### src/rtl/tcs_pkg.sv
// shared widths, limits and defaults for the thresholded chi-square score block
package tcs_pkg;

  // field widths
  localparam int OBS_W   = 20;
  localparam int HYP_W   = 21;
  localparam int THR_W   = 20;
  localparam int SCORE_W = 24;
  localparam int COUNT_W = 6;
  localparam int SUM_W   = 30;

  // datapath widths: difference, square, Q.4 scaled numerator, step counter
  localparam int DIFF_W = OBS_W;
  localparam int PROD_W = 2 * DIFF_W;
  localparam int NUM_W  = PROD_W + 4;
  localparam int DEN_W  = OBS_W + 1;
  localparam int STEP_W = 6;

  // step counts of the serial multiplier and divider
  localparam int MUL_STEPS = DIFF_W;
  localparam int DIV_STEPS = NUM_W;

  // default number of channels in one set
  localparam int MAX_CHANNELS_DEF = 32;

  // fixed-point constants
  localparam logic [DEN_W-1:0]   ONE_Q4    = DEN_W'(16);
  localparam logic [SUM_W-1:0]   SUM_MAX   = '1;
  localparam logic [SCORE_W-1:0] SCORE_MAX = '1;

endpackage

### src/rtl/thresholded_chi_square_score.sv
// top level: thresholded chi-square score with bit-serial square and divide
//
//  channel  | handshake        | fields
//  ---------+------------------+---------------------------------------------
//  channel  | start / busy     | observed_pe, hypothesis_pe, threshold_pe,
//           |                  | last_channel
//  result   | done (one cycle) | chi2_score, valid_channels,
//           |                  | negative_hypothesis, no_valid_channel
//
// a skipped or negative channel keeps busy high through the check state after its beat;
// a contributing channel runs a check, 20 shift-add square steps, 44 restoring
// divide steps (one quotient bit a cycle) and an accumulate.
// the last channel then passes through the final state and a further 44 divide
// steps (no divide when no channel counted) on the same shared divider; done is
// registered in the final state.
// rst clears the set state and control; the receiver cannot stall, each
// result beat is shown for exactly one cycle.
module thresholded_chi_square_score
  import tcs_pkg::*;
#(
  parameter int MAX_CHANNELS = MAX_CHANNELS_DEF
) (
  input  logic               clk,
  input  logic               rst,
  input  logic               start,
  output logic               busy,
  input  logic [OBS_W-1:0]   observed_pe,
  input  logic [HYP_W-1:0]   hypothesis_pe,
  input  logic [THR_W-1:0]   threshold_pe,
  input  logic               last_channel,
  output logic               done,
  output logic [SCORE_W-1:0] chi2_score,
  output logic [COUNT_W-1:0] valid_channels,
  output logic               negative_hypothesis,
  output logic               no_valid_channel
);

  localparam logic [COUNT_W-1:0] COUNT_LIMIT =
    COUNT_W'((MAX_CHANNELS < 63) ? MAX_CHANNELS : 63);

  typedef enum logic [5:0] {
    S_IDLE  = 6'b000001,
    S_CHECK = 6'b000010,
    S_MUL   = 6'b000100,
    S_DIV   = 6'b001000,
    S_ACC   = 6'b010000,
    S_FINAL = 6'b100000
  } state_t;

  state_t state;

  // captured channel
  logic [OBS_W-1:0] obs;
  logic [HYP_W-1:0] hyp;
  logic [THR_W-1:0] thr;
  logic             last;

  // serial datapath
  logic [DIFF_W-1:0] diff;
  logic [DIFF_W-1:0] mult;
  logic [PROD_W-1:0] prod;
  logic [NUM_W-1:0]  num;
  logic [DEN_W-1:0]  rem;
  logic [DEN_W-1:0]  divisor;
  logic [STEP_W-1:0] step;
  logic              fin_div;

  // set state
  logic [SUM_W-1:0]   term_sum;
  logic [COUNT_W-1:0] valid_count;
  logic               negative_seen;

  // channel check logic
  logic [DIFF_W-1:0] hyp_mag;
  logic [DIFF_W-1:0] abs_diff;
  logic [DEN_W-1:0]  den_sum;
  logic [DEN_W-1:0]  den;
  logic [THR_W+1:0]  twice_hyp;
  logic [THR_W+1:0]  thrice_thr;
  logic              skip;

  assign hyp_mag    = hyp[DIFF_W-1:0];
  assign abs_diff   = (obs >= hyp_mag) ? (obs - hyp_mag) : (hyp_mag - obs);
  assign den_sum    = {1'b0, obs} + {1'b0, hyp_mag};
  assign den        = (den_sum < ONE_Q4) ? ONE_Q4 : den_sum;
  assign twice_hyp  = {1'b0, hyp_mag, 1'b0};
  assign thrice_thr = {2'b00, thr} + {1'b0, thr, 1'b0};
  assign skip       = (obs < thr) && (twice_hyp < thrice_thr);

  // shift-add square step
  logic [DIFF_W:0] mul_sum;
  assign mul_sum = {1'b0, prod[PROD_W-1:DIFF_W]} + (mult[0] ? {1'b0, diff} : '0);

  // restoring divide step
  logic [DEN_W:0] trial;
  logic [DEN_W:0] trial_sub;
  logic           q_bit;
  logic [DEN_W-1:0] rem_next;
  assign trial     = {rem, num[NUM_W-1]};
  assign q_bit     = (trial >= {1'b0, divisor});
  assign trial_sub = trial - {1'b0, divisor};
  assign rem_next  = q_bit ? trial_sub[DEN_W-1:0] : trial[DEN_W-1:0];

  // term and score clamps on the finished quotient
  logic [SUM_W-1:0]   term_clamp;
  logic [SUM_W:0]     sum_wide;
  logic [SUM_W-1:0]   sum_sat;
  logic [SCORE_W-1:0] score_clamp;
  assign term_clamp  = (|num[NUM_W-1:SUM_W]) ? SUM_MAX : num[SUM_W-1:0];
  assign sum_wide    = {1'b0, term_sum} + {1'b0, term_clamp};
  assign sum_sat     = sum_wide[SUM_W] ? SUM_MAX : sum_wide[SUM_W-1:0];
  assign score_clamp = (|num[NUM_W-1:SCORE_W]) ? SCORE_MAX : num[SCORE_W-1:0];

  assign busy = (state != S_IDLE);

  // control and set state
  always_ff @(posedge clk) begin
    if (rst) begin
      state         <= S_IDLE;
      done          <= 1'b0;
      term_sum      <= '0;
      valid_count   <= '0;
      negative_seen <= 1'b0;
      fin_div       <= 1'b0;
    end else begin
      done <= 1'b0;
      unique case (state)
        S_IDLE: begin
          if (start) begin
            state <= S_CHECK;
          end
        end
        S_CHECK: begin
          if (hyp[HYP_W-1]) begin
            negative_seen <= 1'b1;
            state         <= last ? S_FINAL : S_IDLE;
          end else if (skip) begin
            state <= last ? S_FINAL : S_IDLE;
          end else begin
            state <= S_MUL;
          end
        end
        S_MUL: begin
          if (step == STEP_W'(MUL_STEPS - 1)) begin
            fin_div <= 1'b0;
            state   <= S_DIV;
          end
        end
        S_DIV: begin
          if (step == STEP_W'(DIV_STEPS - 1)) begin
            state <= fin_div ? S_FINAL : S_ACC;
          end
        end
        S_ACC: begin
          term_sum <= sum_sat;
          if (valid_count < COUNT_LIMIT) begin
            valid_count <= valid_count + COUNT_W'(1);
          end
          state <= last ? S_FINAL : S_IDLE;
        end
        S_FINAL: begin
          if (valid_count != '0 && !fin_div) begin
            fin_div <= 1'b1;
            state   <= S_DIV;
          end else begin
            done          <= 1'b1;
            fin_div       <= 1'b0;
            term_sum      <= '0;
            valid_count   <= '0;
            negative_seen <= 1'b0;
            state         <= S_IDLE;
          end
        end
        default: state <= S_IDLE;
      endcase
    end
  end

  // payload and serial datapath
  always_ff @(posedge clk) begin
    case (state)
      S_IDLE: begin
        if (start) begin
          obs  <= observed_pe;
          hyp  <= hypothesis_pe;
          thr  <= threshold_pe;
          last <= last_channel;
        end
      end
      S_CHECK: begin
        diff    <= abs_diff;
        mult    <= abs_diff;
        prod    <= '0;
        divisor <= den;
        step    <= '0;
      end
      S_MUL: begin
        prod <= {mul_sum, prod[DIFF_W-1:1]};
        mult <= mult >> 1;
        if (step == STEP_W'(MUL_STEPS - 1)) begin
          num  <= {mul_sum, prod[DIFF_W-1:1], 4'b0000};
          rem  <= '0;
          step <= '0;
        end else begin
          step <= step + STEP_W'(1);
        end
      end
      S_DIV: begin
        rem  <= rem_next;
        num  <= {num[NUM_W-2:0], q_bit};
        step <= step + STEP_W'(1);
      end
      S_FINAL: begin
        if (valid_count != '0 && !fin_div) begin
          num     <= {{(NUM_W-SUM_W){1'b0}}, term_sum};
          divisor <= {{(DEN_W-COUNT_W){1'b0}}, valid_count};
          rem     <= '0;
          step    <= '0;
        end else begin
          chi2_score          <= (valid_count == '0) ? '0 : score_clamp;
          valid_channels      <= valid_count;
          negative_hypothesis <= negative_seen;
          no_valid_channel    <= (valid_count == '0);
        end
      end
      default: begin
      end
    endcase
  end

  // result beat lasts one cycle
  a_done_single: assert property (@(posedge clk) disable iff (rst)
    done |=> !done) else $error("result strobe held longer than one cycle");

  // empty set reports a zero score and zero count
  a_empty_set: assert property (@(posedge clk) disable iff (rst)
    (done && no_valid_channel) |-> (chi2_score == '0 && valid_channels == '0))
    else $error("empty set reported a nonzero score or count");

  // divider remainder stays below the divisor
  a_rem_bound: assert property (@(posedge clk) disable iff (rst)
    (state == S_DIV) |-> (rem < divisor))
    else $error("divider remainder out of range");

  // valid count never passes its limit
  a_count_limit: assert property (@(posedge clk) disable iff (rst)
    valid_count <= COUNT_LIMIT) else $error("valid count past its limit");

endmodule
### config.mk
export PLATFORM = sky130hd
export DESIGN_NAME = thresholded_chi_square_score
export DESIGN_NICKNAME = d
export VERILOG_FILES = /design/src/rtl/tcs_pkg.sv /design/src/rtl/thresholded_chi_square_score.sv
export SDC_FILE = /design/constraint.sdc
export NUM_CORES = 1
export LEC_CHECK = 0
export ABC_AREA = 1
export BUFFER_PORTS_ARGS = -buffer_cell sky130_fd_sc_hd__buf_2
export CAP_MARGIN = 5
export CORE_ASPECT_RATIO = 1.75
export CORE_MARGIN = 2
export CORE_UTILIZATION = 45
export DETAILED_ROUTE_END_ITERATION = 8
export GPL_ROUTABILITY_DRIVEN = 0
export PLACE_DENSITY = 0.72
export SKIP_LAST_GASP = 1
export SLEW_MARGIN = 25
export SYNTH_ARGS = -nofsm -noshare
export SYNTH_HDL_FRONTEND = slang
export SYNTH_SLANG_ARGS = --single-unit
### constraint.sdc
create_clock -name clk -period 8.1 [get_ports clk]
set_clock_uncertainty 0.15 [all_clocks]
set_input_delay 0.405 -clock clk [delete_from_list [all_inputs] [get_ports clk]]
set_output_delay 0.405 -clock clk [all_outputs]
set_load 0.03 [all_outputs]
==> impl_summary.txt <==
----------------------------------------------------
[Die]
  Initial standard-cell utilization of the core ... 45.5%
  Die ar. ... 0.0501 mm²
  Number of placement rows ... 106
  Width of the die ... 170 µm
  Die H ... 295 µm
  IO Pins ... 99
  Core Footprint ... 0.0477 mm²

[STA]
  Final hold viol count ... 0
  Max frequency ... 238 MHz
  Final critical path time including I/O delays and setup ... 4200 ps
  Summed negative setup slack over all endpoints ... 0 ps
  Final setup violation count ... 0
  Final Hold Slack ... 263 ps
  RSZ-0062 raised after global routing ... false
  Slew Limit Headroom ... 33.0%
  Final critical-path share of the clock period ... 51.8%
  Max Slew Vio Count ... 0
  Transition time of the tightest slew-check pin ... 1000 ps

[Critical path]
  Critical Path AT ... 4490 ps
  Slowest Stage Delay on Critical Path ... 420 ps
  Critical path cell sequence ... nor4_1, nand4_1, inv_2, nand2_1, ha_1, nand2_1, nand2_1, a31oi_1, nand3_1, nand2_1, nand2_1, nand3_1, nand2_1, inv_2, nand2_1, o21ai_0, a21oi_1
  Register-to-Register Setup Slack ... 3900 ps
  Critical-path cell with the highest stage delay ... sky130_fd_sc_hd__inv_2
  Worst setup SP type ... flop
  Req. time, crit path ... 8390 ps
  Sort of element at the end of the critical path ... flop
  Category of the critical setup timing path ... reg2reg
  Number of cell instances on the worst register-to-register path ... 17
  Launching point of the worst reg2reg path ... num[30]$_DFFE_PP_
  Critical-path maximum fanout ... 30
  Critical path origin ... num[30]$_DFFE_PP_
  Termination of the worst setup path ... term_sum[27]$_SDFFE_PP0P_
  Worst path most repeated cell ... sky130_fd_sc_hd__nand2_1
  Endpoint of the worst register-to-register path ... term_sum[27]$_SDFFE_PP0P_

[Routing]
  Number of iterations in the first detailed-routing pass ... 6
  Post-DRT Antenna Nets ... 0
  Final routed DRC violation total ... 0
  Wire length per cell after detailed routing ... 17.8 µm
  Via count ... 19100
  Starting DRT DRC Count ... 1519
  Detailed-route wire length ... 60400 µm
  Vias per std cell ... 5.63

[Power and ir drop]
  Comb pwr share ... 22.8%
  Switching power ... 1.30 mW
  Clock network fraction of total power ... 33.9%
  Switching part of the total ... 30.5%
  Static leakage ... 11.1 nW
  Sequential group share of total power ... 43.3%
  Maximum vdd drop ... 0.187 mV
  Cell Int Power ... 2.97 mW
  Pwr dens ... 176 mW/mm²

[Flow run]
  Max Cap Violations ... 0

[Synthesis]
  Count of state elements after synthesis ... 310
  Netlist Area Pre-Place ... 0.0217 mm²
  Mean instance size in the synthesized netlist ... 8.20 µm²
  Post-synthesis xor/xnor area fraction ... 4.55%
  Number of nets in the synthesized netlist ... 2909
  Number of warnings reported in the yosys synthesis log ... 0
  Compound-gate portion of the synthesized area ... 14.0%
  Combinational family with the most area after synthesis ... simple AND/OR/NAND/NOR gates
  Flip-flop cell with the highest count after synthesis ... sky130_fd_sc_hd__edfxtp_1
  Synthesized-area fraction occupied by adder cells ... 11.6%
  Fraction of the mapped netlist area in simple logic gates ... 20.7%
  Mux cell area share after synthesis ... 0.0461%
  Count of flip-flops with a built-in enable after synthesis ... 265
  Fraction of registers with async set/reset ... 0%
  Portion of the post-synthesis area used by sequential elements ... 40.8%
  Library cells used by synthesis ... 60
  Post-synthesis cell count ... 2647

[Clocking]
  Post-CTS repair timing setup buffer count ... 0
  Total of cells resized after clock tree synthesis ... 0
  Library cell used as clock root buffer ... sky130_fd_sc_hd__clkbuf_16
  Clock-pin slew on the worst setup and hold paths ... 70 ps
  CTS tree ... built
  Clock buffer depth ... 3
  Number of clock buffers inserted by TritonCTS ... 30
  Clock Sink Count ... 310
  Latest clock arrival within the worst-skew pair ... 590 ps
  Hold_buf cts ... 63
  Number of H-tree branching levels ... 1

[Layout]
  Number of antenna repair diodes ... 0
  Final core utilization ... 50.9%
  Fillers ... 4477
  Synthesis-to-finish area growth ... 12.0%
  Total number of nets in the final design ... 3040
  Fraction of final layout cells with drive strength greater than 1 ... 8.35%

[Global routing]
  Wire length of the first global-routing pass ... 95200 µm
  GRT Util Overall ... 24.0%
  Largest net degree at the start of global routing ... 77
  Initial antenna violation count ... 0
  Via count of the first global-routing pass ... 19400
  Gr ovfl total ... 0

[Worst hold path]
  Worst hold path class ... in2reg
  Cell depth of the worst hold path ... 2

[Placed design]
  HPWL reported at the end of detailed placement ... 45000 µm
  Buffers added on ports ... 98

[Run status]
  Result of the run ... complete, no violations

----------------------------------------------------
==> layout by cell type (no fill, tap or decap), drive strengths merged, types with 4 or more instances in the layout <==
cell type	instances
a211oi	8
a21boi	4
a21o	18
a21oi	248
a31oi	33
buf	109
clkbuf	45
clkinv	8
dfxtp	45
dlygate4sd3	63
edfxtp	265
fa	7
ha	190
inv	366
nand2	614
nand3	99
nand3b	4
nand4	44
nor2	247
nor3	26
nor3b	4
nor4	11
o211ai	8
o21a	7
o21ai	147
o21bai	22
o221ai	25
xnor2	35
xor2	77
==> synthesized netlist by cell type (5+ instances only) <==
cell type                  number  area share [%]
sky130_fd_sc_hd__a21oi_1      241             5.6
sky130_fd_sc_hd__nor2_1       220             3.8
sky130_fd_sc_hd__o21bai_1      22            0.76
sky130_fd_sc_hd__a21o_1        18            0.62
sky130_fd_sc_hd__nand2_1      604              10
sky130_fd_sc_hd__a21oi_2        6            0.24
sky130_fd_sc_hd__dfxtp_1       45             4.1
sky130_fd_sc_hd__buf_2         11            0.25
sky130_fd_sc_hd__nor4_1         8            0.23
sky130_fd_sc_hd__buf_4         10            0.35
sky130_fd_sc_hd__o21ai_2        6            0.24
sky130_fd_sc_hd__clkbuf_1      34            0.59
sky130_fd_sc_hd__inv_1        358             6.2
sky130_fd_sc_hd__nor2_2        21            0.61
sky130_fd_sc_hd__o211ai_1       8            0.28
sky130_fd_sc_hd__a31oi_1       33            0.95
sky130_fd_sc_hd__a211oi_1       8            0.28
sky130_fd_sc_hd__fa_1           7            0.65
sky130_fd_sc_hd__xor2_1        76             3.1
sky130_fd_sc_hd__nand3_1       96             2.2
sky130_fd_sc_hd__edfxtp_1     265              37
sky130_fd_sc_hd__inv_2          7            0.12
sky130_fd_sc_hd__buf_6          8            0.41
sky130_fd_sc_hd__ha_1         190              11
sky130_fd_sc_hd__o21ai_1       18            0.41
sky130_fd_sc_hd__o221ai_1      25             1.0
sky130_fd_sc_hd__o21a_1         7            0.24
sky130_fd_sc_hd__nor3_1        24            0.55
sky130_fd_sc_hd__buf_1          9            0.16
sky130_fd_sc_hd__nand2_2        9            0.26
sky130_fd_sc_hd__xnor2_1       35             1.4
sky130_fd_sc_hd__nand4_1       43             1.2
sky130_fd_sc_hd__o21ai_0      122             2.8
sky130_fd_sc_hd__nor2_4         5            0.26
==> per-layer routing <==
metal	up-vias	wire length (µm)	global-route usage [%]
li1	9173	-	-
met1	8851	20600	22.5
met4	0	5460	19.1
met3	326	3070	3.45
met2	776	31300	45.6
met5	-	0	0
==> critical path, delay by kind of cell (launching register included) <==
kind	cells	cell delay, ps
buf+inv	2	820
simple gates	11	1780
fa+ha+maj	1	400
flops	1	410
compound gates	3	460
==> power groups by stage <==
stage	registers, mW	clock network [mW]	logic (mW)
3_3_place_gp	1.88	0	0.894
3_5_place_dp	1.89	0	0.919
2_1_floorplan	1.87	0	0.689
5_1_grt	1.86	1.54	1.08
6_report	1.85	1.45	0.975
4_1_cts	1.85	1.47	0.946
==> state kept, by name, summed over array words and instances (netlist names), 20 cells and up <==
signal and count:
hyp 21, diff 20, chi2_score 24, divisor 21
prod 39, rem 21, num 44, term_sum 30
mult 20, thr 20, obs 20
==> final cells by class <==
class                   instances  area (µm²)  share of cell area [%]
multi-input cells            1896       11100                    45.7
flip-flops and latches        310        8860                    36.4
inverters                     368        1390                    5.71
repair buffers                172        1200                    4.95
clock buffers                  45         888                    3.65
well taps                     594         743                    3.06
clock inverters                11         123                   0.504
==> cells by family after synthesis <==
group / Yosys count
muxes: 1
and+or+nand+nor: 1056
DFF: 310
AOI/OAI and AO/OA: 530
xor gates and xnor gates: 112
adders and majority gates: 197
buffers and inverters: 441
==> metrics by stage <==
step	area, µm²	power (mW)	instances	setup slack, ps
after floorplan	21700	2.56	2647	1310
after global placement	22700	2.78	3277	4000
after detailed placement	22700	2.81	3277	3940
after CTS	24300	4.27	3396	3940
after global routing	24300	4.47	3396	3600
final	24300	4.27	3396	3900
==> how the worst min path moves through the flow <==
stage,start,to,slack (ps)
after CTS,rst,state[4]$_SDFFE_PP0P_,240
after detailed placement,negative_seen$_SDFFE_PP0P_,negative_hypothesis$_DFFE_PP_,290
after floorplan,negative_seen$_SDFFE_PP0P_,negative_hypothesis$_DFFE_PP_,260
after global routing,rst,state[5]$_SDFFE_PP0P_,300
after global placement,negative_seen$_SDFFE_PP0P_,negative_hypothesis$_DFFE_PP_,270
final,rst,state[4]$_SDFFE_PP0P_,260
Power figures use the tool's default switching activity.
